## src/tva_pkg.sv

```systemverilog
// ----------------------------------------------------------------------------
// tva_pkg: shared types and constants for the three-vector ALU
// Fixed-point format, command codes, the pipeline record and saturation helper.
// ----------------------------------------------------------------------------
package tva_pkg;

    // fixed-point format
    localparam int FRAC_BITS  = 16;
    localparam int DATA_W     = 32;
    localparam int WIDE_W     = 2 * DATA_W + 2;   // exact sums of products
    localparam int RAD_W      = 2 * DATA_W;       // radicand of the length
    localparam int ROOT_W     = DATA_W;
    localparam int ROOT_IDX_W = $clog2(ROOT_W);
    localparam int QUO_W      = FRAC_BITS + 1;    // |quotient| <= 2^FRAC_BITS
    localparam int DIV_IDX_W  = $clog2(QUO_W);
    localparam int DREM_W     = DATA_W + FRAC_BITS;
    localparam int LANES      = 3;

    typedef enum logic [2:0] {
        CMD_LENGTH    = 3'd0,
        CMD_NORMALIZE = 3'd1,
        CMD_DOT       = 3'd2,
        CMD_SCALE     = 3'd3,
        CMD_ADD       = 3'd4
    } cmd_t;

    // record that travels down the pipeline
    typedef struct packed {
        logic [2:0]                             cmd;
        logic [RAD_W-1:0]                       rad;
        logic [ROOT_W-1:0]                      root;
        logic [LANES-1:0][DATA_W-1:0]           mag;
        logic [LANES-1:0]                       neg;
        logic [LANES-1:0][DREM_W-1:0]           drem;
        logic [LANES-1:0][QUO_W-1:0]            quo;
        logic [LANES-1:0][DATA_W-1:0]           rv;
        logic [DATA_W-1:0]                      sc;
        logic                                   zl;
        logic                                   ov;
    } pipe_t;

    // saturate to DATA_W bits; MSB of the result is the overflow flag
    function automatic logic [DATA_W:0] sat_val(input logic signed [WIDE_W-1:0] v);
        logic [WIDE_W-DATA_W:0] hi;
        logic [DATA_W:0]        r;
        hi = v[WIDE_W-1:DATA_W-1];
        r  = {1'b0, v[DATA_W-1:0]};
        if (!((&hi) || (~|hi)))
        begin
            if (v[WIDE_W-1])
                r = {1'b1, 1'b1, {(DATA_W-1){1'b0}}};
            else
                r = {1'b1, 1'b0, {(DATA_W-1){1'b1}}};
        end
        return r;
    endfunction

endpackage

```

## src/tva_sqrt_step.sv

```systemverilog
// ----------------------------------------------------------------------------
// tva_sqrt_step: one bit of the integer square root
// Tests one root bit against the remaining radicand and registers the record.
// ----------------------------------------------------------------------------
module tva_sqrt_step (
    input  logic                              clk,
    input  logic                              rst_n,
    input  logic                              en,
    input  logic [tva_pkg::ROOT_IDX_W-1:0]    bit_idx,
    input  logic                              in_valid,
    input  tva_pkg::pipe_t                    in,
    output logic                              out_valid,
    output tva_pkg::pipe_t                    out
);

    localparam int TW = tva_pkg::RAD_W + 2;

    logic           v_reg;
    tva_pkg::pipe_t p_reg;
    tva_pkg::pipe_t p_next;

    // trial = 2*root*2^b + 2^(2b)
    always_comb
    begin
        logic [TW-1:0] trial;
        logic [TW-1:0] rem;
        trial  = (TW'(in.root) << (int'(bit_idx) + 1)) | (TW'(1) << (2 * int'(bit_idx)));
        rem    = TW'(in.rad);
        p_next = in;
        if (rem >= trial)
        begin
            p_next.rad  = tva_pkg::RAD_W'(rem - trial);
            p_next.root = in.root | (tva_pkg::ROOT_W'(1) << bit_idx);
        end
    end

    always_ff @(posedge clk)
    begin
        if (en)
            p_reg <= p_next;
    end

    always_ff @(posedge clk or negedge rst_n)
    begin
        if (!rst_n)
            v_reg <= 1'b0;
        else if (en)
            v_reg <= in_valid;
    end

    assign out_valid = v_reg;
    assign out       = p_reg;

endmodule

```

## config.mk

```make
export PLATFORM = sky130hd
export DESIGN_NAME = tva_sqrt_step
export DESIGN_NICKNAME = d
export VERILOG_FILES = /design/src/tva_pkg.sv /design/src/tva_sqrt_step.sv
export SDC_FILE = /design/constraint.sdc
export NUM_CORES = 1
export LEC_CHECK = 0
export ABC_CLOCK_PERIOD_IN_PS = 800
export BUFFER_PORTS_ARGS = -buffer_cell sky130_fd_sc_hd__buf_2
export CORE_AREA = 5 5 405 407
export DETAILED_ROUTE_END_ITERATION = 6
export DIE_AREA = 0 0 410 412
export HOLD_SLACK_MARGIN = 0.06
export PLACE_DENSITY = 0.45
export SLEW_MARGIN = 20
export SYNTH_ARGS = -nofsm -noshare
export SYNTH_HDL_FRONTEND = slang
export SYNTH_SLANG_ARGS = --single-unit
```

## constraint.sdc

```tcl
create_clock -name clk -period 0.8 [get_ports clk]
set_input_delay 0.04 -clock clk [delete_from_list [all_inputs] [get_ports clk]]
set_output_delay 0.04 -clock clk [all_outputs]
set_load 0.01 [all_outputs]
```

# Yosys cells after proc, flatten, opt, wreduce, memory -nomap -nowiden
# Index checks and enable logic that the tools add are counted.
dict set report totals {
  out_inout_bits 524
  word_cells 29
  reg_bits 524
}
dict set report op_classes {
  n_shift 3
  magnitude_cmp 1
  addsub 2
  n_mux 1
  n_bitwise 2
}
# operator count
set op_table {}
lappend op_table {{96-bit two-way mux} 1}
lappend op_table {{64-bit by 66-bit greater-or-equal comparator with 1-bit output} 1}
lappend op_table {{66-bit bitwise OR} 1}
lappend op_table {{1-bit by 6-bit << shifter with 66-bit output, first input constant} 1}
lappend op_table {{32-bit by 6-bit << shifter with 66-bit output} 1}
lappend op_table {{64-bit subtractor} 1}
lappend op_table {{32-bit bitwise OR} 1}
lappend op_table {{1-bit by 5-bit << shifter with 32-bit output, first input constant} 1}
lappend op_table {{5-bit by 1-bit adder with 6-bit output, second input constant} 1}

# Logic depth before layout (Yosys ltp)
# Gate-level depths: netlist of run 1.
dict set report logic_depth {
  depth_word 5
  mapped_depth 31
  depth_no_buf 21
}

# Worst setup path after synthesis of run 1
# No wires, ideal clock.
dict set report synth_timing {
  path_type {input -> register}
  from {input port bit_idx[0] (netlist name)}
  to {register p_reg (netlist bit out[515]) (data pin)}
  setup_ns 0.256
  slack_ns -5.227
  stages 27
  arrival_time_ns 5.771
  path_cell_list {buf_2 > buf_2 > inv_2 > clkbuf_1 > ha_1 > buf_2 > buf_1 > buf_1 > buf_2 > a211oi_1 > a21oi_1 > nand2_1 > and3_1 > a21oi_1 > mux2_2 > nand2_1 > ha_1 > buf_2 > nand4_1 > or4_1 > a311oi_2 > o2111ai_2 > a211oi_2 > o21ai_2 > buf_6 > buf_6 > a22o_1}
}
# element line
set synth_rtl {}
lappend synth_rtl {{start, declared} tva_sqrt_step.sv:9} ;# input logic [tva_pkg::ROOT_IDX_W-1:0] bit_idx,
lappend synth_rtl {{end signal, assigned} tva_sqrt_step.sv:40} ;# p_reg <= p_next;
lappend synth_rtl {{end, declared} tva_sqrt_step.sv:19} ;# tva_pkg::pipe_t p_reg;

==> summary.txt, run 1 <==
Routing
  – Vias: between 20000 and 30000
  – Total wire length: 194000 um
  – DR iter-0 viols: 2029
  – Via/cell ratio: 4.11
  – Drt first pass iters: 5
  – Per-cell routed wire length: 30.9 um
  – Post-DRT Antenna Nets: 0
  – # DRC: 0

Placed design
  – Port buffer count: approximately 1100
  – Final GP Congestion: around 1
  – Cells after DPL: 5347
  – Hpwl dp: 160000 um

Logic synthesis
  – EDFF count, synth: 523
  – #FFs+latches synth: between 500 and 600
  – Mean Syn Cell Area: 13.7 um^2
  – Dominant cells by area after synthesis: edfxtp_1 67%, ha_1 3.8%, nand2_1 3.2%, a21oi_1 2.2%, o21ai_0 2.2%
  – Syn nets: 2314
  – Yosys top cell by area: edfxtp_1
  – Commonest cells post-synth: 523 x edfxtp_1, 200 x nand2_1, 105 x a21oi_1
  – YS warnings: 0
  – Unique masters post-synth: 81
  – Sequential share of the synthesized area: 67.1%
  – Synthesized area: 23400 um^2
  – Most common cell in the synthesized netlist: edfxtp_1
  – Post-synth top area share: about two thirds
  – Main synth FF type: edfxtp_1
  – Syn Inst Count: 1710
  – Asr flop ratio synth: 0.191%

Global route
  – Total gr overflow: 0
  – Vias in the first global route: 26200
  – GRT Util Overall: 22.0%
  – Global-route wire length before repair: 248000 um
  – Initial antenna violation count: 106
  – Largest net degree at the start of global routing: 34

Floorplanning
  – Die area: 169000 um^2
  – Core area: 160000 um^2
  – Die H: approximately 400 um
  – Starting density of the core: about 15%
  – Row cnt: 147
  – Total I/O pin count: 1056
  – Die Wd: between 400 and 500 um

Setup path
  – Worst Setup End Kind: register
  – Critical path fanouts, max: 5
  – Element type at the critical path start: input pin
  – CP arrival: ~5.1 ns
  – Critical path class: input pin to register
  – Critical Path RT: roughly 1.3 ns

Finish
  – Register area: 15700 um^2
  – Final Non-Filler Cells: 6293
  – Final nets: 4713
  – Final core utilization: approximately 31%
  – Fill count: about 16000
  – Layout cells sized above 1: roughly 48%
  – Layout area overhead: 108%
  – Multi-input gate area: 8160 um^2

Status
  – Failing checks: negative hold slack, negative setup slack
  – Status: finished, violations left

Timing
  – Max-slew violations: 0
  – Final setup viols: 833
  – Worst Slack Setup Final: -3.82 ns
  – Period minus WS final: roughly 4.6 ns
  – Slew at the pin with the worst max-slew slack: 1.08 ns
  – Hold_ws: -0.0846 ns
  – Skew final: 0 ns
  – Final hold viol count: 14
  – Period utilization: 577%
  – Unrepaired setup endpoints after global routing: yes
  – Fmax achieved: 0.217 GHz
  – Worst rel slew slack: 28.2%

CTS
  – Clock sink count: ~520
  – Clock buffer depth: 3
  – Root Buffer Master: clkbuf_16
  – CTS tree: built
  – Clk_lat worst skew: 0.68 ns
  – CTS clk-pin slew, worst paths: approximately 0.05 ns
  – Total CTS buffers: 70
  – H-Tree Depth: 3

Worst hold path
  – HP Class: input pin to register

Power and ir drop
  – P_leak: roughly 21 nW
  – Max VDD drop: 1.86 mV
  – Cell Pwr Density: approximately 2100 nW/um^2

Run
  – Max-Cap Viols: 0
critical path, cell delays in order:
cell and delay, ns:
buf_12 0.09, inv_8 0.03, ha_4 0.27, buf_12 0.12
mux4_2 0.56, mux2i_4 0.19, buf_4 0.13, mux2i_1 0.09
nand2_1 0.14, o21ai_4 0.08, a222oi_1 0.95, buf_4 0.26
ha_4 0.14, buf_6 0.11, nand4_1 0.17, nor4_2 0.27
nand4_1 0.20, o21bai_1 0.19, a211o_1 0.20, o21ai_4 0.08
buf_6 0.15, buf_12 0.14, buf_8 0.14, buf_6 0.13
o31ai_4 0.20
timing repair:
action / 4_1_cts / 5_1_grt
hold endpoints to repair: 905 / 191
cloned: 2 / 3
hold buffers: 737 / 2
endpoints found under the setup margin: 620 / 718
buffers inserted: 26 / 13
resized for setup: 540 / 169
pin swaps: 56 / 45
flip-flops by register name, summed over array words and instances (netlist names):
signal,flops
out_valid,1
out,523
where the power goes:
part / switching (W) / internal, W / leakage, nW
Clock: 0.0146 / 0.0181 / 1.11
Sequential: 0.00157 / 0.0334 / 5.13
Combinational: 0.0176 / 0.0164 / 14.4
Total: 0.0337 / 0.0679 / 20.7
kinds of logic after synthesis:
logic type      Yosys count  synth area share [%]
compound gates          418                  11.7
xor+xnor                 54                  2.08
fa+ha+maj                72                  3.88
buf+inv                 121                  2.19
flops                   524                  67.1
mux                      83                  4.54
simple gates            438                  8.50
per-stage QoR:
stage	setup slack, ns	TNS, ns	hold WS, ns	area, um^2	power (W)
after floorplan	-4.05	-379.00	-0.256	23700	0.0446
after detailed placement	-5.13	-603.46	-0.184	36100	0.0623
after global routing	-3.91	-645.29	-0.158	48700	0.106
after CTS	-3.70	-631.97	-0.204	47900	0.102
final	-3.82	-609.25	-0.0846	48800	0.102
after global placement	-4.98	-593.75	-0.184	36100	0.0625
worst paths after layout:
kind | start | endpoint | slack, ns | depth (start not counted)
max | bit_idx[0] | out[503] | -3.82 | 25
min reg2reg | out_valid | out_valid | 0.52 | 1
min in group asynchronous | rst_n | out_valid | 0.18 | 3
max in group asynchronous | rst_n | out_valid | 0.52 | 3
min | in[457] | out[457] | -0.08 | 3
max reg2reg | out_valid | out_valid | 0.06 | 1
layout by cell type, fill, tap and decap left out, types with 19 or more instances in the layout:
cell type	n
diode_2	42
dlygate4sd3_1	739
a21o_1	51
buf_2	817
xnor2_1	27
mux2i_1	31
buf_12	60
o21bai_1	19
edfxtp_1	523
xor2_1	25
nand2_2	24
ha_1	65
clkbuf_16	73
o21ai_2	25
buf_4	561
o21ai_1	36
buf_6	230
o21ai_0	43
a21oi_1	92
nand3_1	30
nand4_1	23
nor2_1	91
nand2_1	158
inv_1	25
routing by layer:
layer | vias to the layer above | wire length, um | GRT usage, %
li1 | 11400 | - | -
met1 | 12800 | 70200 | 23.9
met2 | 1272 | 88900 | 35.7
met3 | 305 | 26800 | 12.6
met4 | 28 | 8260 | 7.79
met5 | - | 185 | 0
final cells by class:
cell class	count	share of cell area [%]
Antenna cell	42	0.215
Inverter	28	0.236
Timing Repair Buffer	2420	40.4
Sequential cell	524	32.2
Clock inverter	49	1.14
Tap cell	2086	5.35
Clock buffer	79	3.66
Multi-Input combinational cell	1065	16.7
No activity file was read; power rests on OpenSTA's default activity.
==> inputs of run 2 (changes only) <==
==> config.mk (replaced) <==
export PLATFORM = sky130hd
export DESIGN_NAME = tva_sqrt_step
export DESIGN_NICKNAME = d
export VERILOG_FILES = /design/src/tva_pkg.sv /design/src/tva_sqrt_step.sv
export SDC_FILE = /design/constraint.sdc
export NUM_CORES = 1
export LEC_CHECK = 0
export ABC_AREA = 1
export ABC_CLOCK_PERIOD_IN_PS = 800
export BUFFER_PORTS_ARGS = -buffer_cell sky130_fd_sc_hd__buf_2
export CORE_AREA = 5 5 403 405
export DETAILED_ROUTE_END_ITERATION = 6
export DIE_AREA = 0 0 408 410
export HOLD_SLACK_MARGIN = 0.06
export SYNTH_ARGS = -nofsm -noshare
export SYNTH_HDL_FRONTEND = slang
export SYNTH_SLANG_ARGS = --single-unit
==> run 2 against run 1 <==
  * The flow still finishes with violations (negative hold slack, negative setup slack)
  * Flip-flop and latch count is the same
  * Combinational power increased by 13%
  * Critical path depth grew 4
  * Final cell count is 10% higher
  * Via count is 17% higher
  * Die area is 0.97% lower
  * Synthesized cell count is 37% higher
  * Register-to-register slack worse by 0.02 ns
  * Sequential share of layout area shrank 1.5 points
  * Clock skew did not move
  * Critical path type unchanged
  * Largest cell class unchanged
  * Highest routed layer unchanged
==> summary.txt, run 2 <==
CTS
  – H-Tree Depth: 3
  – Clk_lat worst skew: 0.67 ns
  – Total CTS buffers: slightly below 70
  – CTS clk-pin slew, worst paths: 0.06 ns
  – Clock sink count: between 500 and 600
  – CTS tree: built
  – Clock buffer depth: 3
  – Root Buffer Master: clkbuf_16

Logic synthesis
  – Post-synth top area share: 63.9%
  – YS warnings: 0
  – Asr flop ratio synth: 0.191%
  – Unique masters post-synth: 46
  – Most common cell in the synthesized netlist: nand2_1
  – Synthesized area: 24600 um^2
  – Syn Inst Count: 2350
  – EDFF count, synth: 523
  – Sequential share of the synthesized area: 64.0%
  – Main synth FF type: edfxtp_1
  – Dominant cells by area after synthesis: edfxtp_1 64%, nand2_1 9.3%, nand3_1 4.7%, ha_1 3.6%, inv_1 3.3%
  – Yosys top cell by area: edfxtp_1
  – Commonest cells post-synth: 611 x nand2_1, 523 x edfxtp_1, 232 x nand3_1
  – Mean Syn Cell Area: 10.5 um^2
  – #FFs+latches synth: 524
  – Syn nets: 2954

Finish
  – Fill count: 16200
  – Commonest non-fill, non-tap cell in the layout: buf_2
  – Final nets: 5407
  – Register area: 15700 um^2
  – Layout cells sized above 1: a little under half
  – Final Non-Filler Cells: 6948
  – Final core utilization: 32.4%
  – Most frequent cells in the layout: 784 x buf_2, 685 x dlygate4sd3_1, 634 x buf_4
  – Layout area overhead: 108%
  – Max FFs per register: 523
  – Multi-input gate area: 9550 um^2

Power and ir drop
  – P_leak: 22.3 nW
  – Power Total: between 0.1 and 0.15 W
  – Max VDD drop: about 1.5 mV
  – Cell Pwr Density: between 2000 and 2500 nW/um^2

Routing
  – Post-DRT Antenna Nets: 0
  – Vias: 30200
  – # DRC: 0
  – Per-cell routed wire length: between 30 and 40 um
  – DR iter-0 viols: 2878
  – Total wire length: 223000 um
  – Drt first pass iters: 6
  – Via/cell ratio: 4.35

Setup path
  – Critical path fanouts, max: 7
  – Critical Path RT: 1.33 ns
  – Slowest stage cell on the critical path: ha_4
  – Critical path class: input pin to register
  – CP peak stage delay: 0.36 ns
  – Worst Setup End Kind: register
  – CP arrival: 4.04 ns
  – Most frequent CP cell: nand2_1
  – Element type at the critical path start: input pin

Floorplanning
  – Core area: 158000 um^2
  – Starting density of the core: 15.6%
  – Die Wd: ~400 um
  – Total I/O pin count: 1056
  – Die H: 410 um
  – Die area: between 150000 and 200000 um^2
  – Row cnt: 146

Placed design
  – Hpwl dp: 185000 um
  – Cells after DPL: 6049
  – Port buffer count: ~1100
  – Final GP Congestion: between 1 and 1.5

Global route
  – Initial antenna violation count: 99
  – Vias in the first global route: 29800
  – Largest net degree at the start of global routing: 37
  – Global-route wire length before repair: 286000 um
  – Total gr overflow: 0
  – GRT Util Overall: 25.6%

Status
  – Status: finished, violations left
  – Failing checks: negative hold slack, negative setup slack

Timing
  – Max-slew violations: 0
  – Period minus WS final: 3.50 ns
  – Fmax achieved: between 0.2 and 0.3 GHz
  – Slew at the pin with the worst max-slew slack: 0.547 ns
  – Final setup viols: 774
  – Worst Slack Setup Final: -2.70 ns
  – Unrepaired setup endpoints after global routing: yes
  – Hold_ws: -0.0171 ns
  – Final hold viol count: 1
  – Worst rel slew slack: 63.3%
  – Period utilization: 438%
  – Skew final: 0 ns
  – Setup TNS Final: -505.64 ns

Run
  – Max-Cap Viols: 0

Worst hold path
  – HP Class: input pin to register
[run 2: cell types whose count changed after synthesis, moves of 15 or more]
cell	previous run	this run
nor2b_1	17	0
mux2_2	16	1
mux2i_1	50	2
clkbuf_1	58	20
xnor2_1	27	4
a21o_1	52	12
mux4_2	17	0
nand3_1	30	232
nor2_1	95	188
o21ai_0	102	123
nor3_1	16	34
nand2_1	200	611
inv_1	26	216
[run 2: worst max-delay path, delay by kind of cell]
kind | cells | cell delay, ns
and+or+nand+nor | 13 | 1.36
buffers and inverters | 10 | 1.31
AOI/OAI and AO/OA | 4 | 0.62
adders and majority gates | 2 | 0.67
[run 2: logic make-up after synthesis]
group           count (synthesis)  synth area share [%]
xor+xnor                       43                  1.64
fa+ha+maj                      72                  3.70
buf+inv                       293                  4.87
simple gates                 1095                  18.5
mux                             3                 0.127
flops                         524                  64.0
compound gates                320                  7.22
[run 2: area by class of cell]
type | count | share of cell area (%)
well taps | 2072 | 5.07
clock inverters | 30 | 0.563
diodes | 23 | 0.113
clock buffers | 91 | 3.62
flip-flops and latches | 524 | 30.8
repair buffers | 2453 | 39.5
inverters | 222 | 1.66
multi-input cells | 1533 | 18.7
[run 2: report_power, final]
group	internal, W	switching, W	leakage (nW)
clock	0.0171	0.0136	1.04
combinational	0.0173	0.0210	16.2
sequential	0.0335	0.00171	5.13
[run 2: stage by stage]
step,area (um^2),setup slack (ns)
global route,51100,-2.81
floorplan,24800,-2.75
finish,51100,-2.70
CTS,50500,-2.52
global placement,37500,-4.10
detailed placement,37500,-4.03
[run 2: what timing repair did]
item,4_1_cts,5_1_grt
gates resized for setup,928,99
hold buffers,688,1
endpoints found under the setup margin,620,1226
setup buffers,40,14
gates cloned,14,2
pin swaps,81,32
endpoints found under the hold margin,725,2
[run 2: final timing paths]
| path | startpoint | slack, ns | depth (start not counted) | to |
|---|---|---|---|---|
| setup / recovery | bit_idx[0] | -2.70 | 29 | out[474] |
| hold / removal | in[457] | -0.02 | 4 | out[457] |
| setup reg to reg | out_valid | 0.04 | 1 | out_valid |
| hold reg to reg | out_valid | 0.53 | 1 | out_valid |
| max in group asynchronous | rst_n | 0.50 | 3 | out_valid |
| min in group asynchronous | rst_n | 0.20 | 3 | out_valid |
[run 2: layer usage]
metal / share of wire (%) / vias to the layer above / wire length (um) / track usage [%]
met3: 11 / 400 / 24100 / 10.2
met4: 4.8 / 26 / 10700 / 10.1
met5: 0.077 / - / 171 / 0
met1: 39 / 15000 / 86700 / 30.4
met2: 46 / 1694 / 102000 / 41.5
li1: - / 13100 / - / -
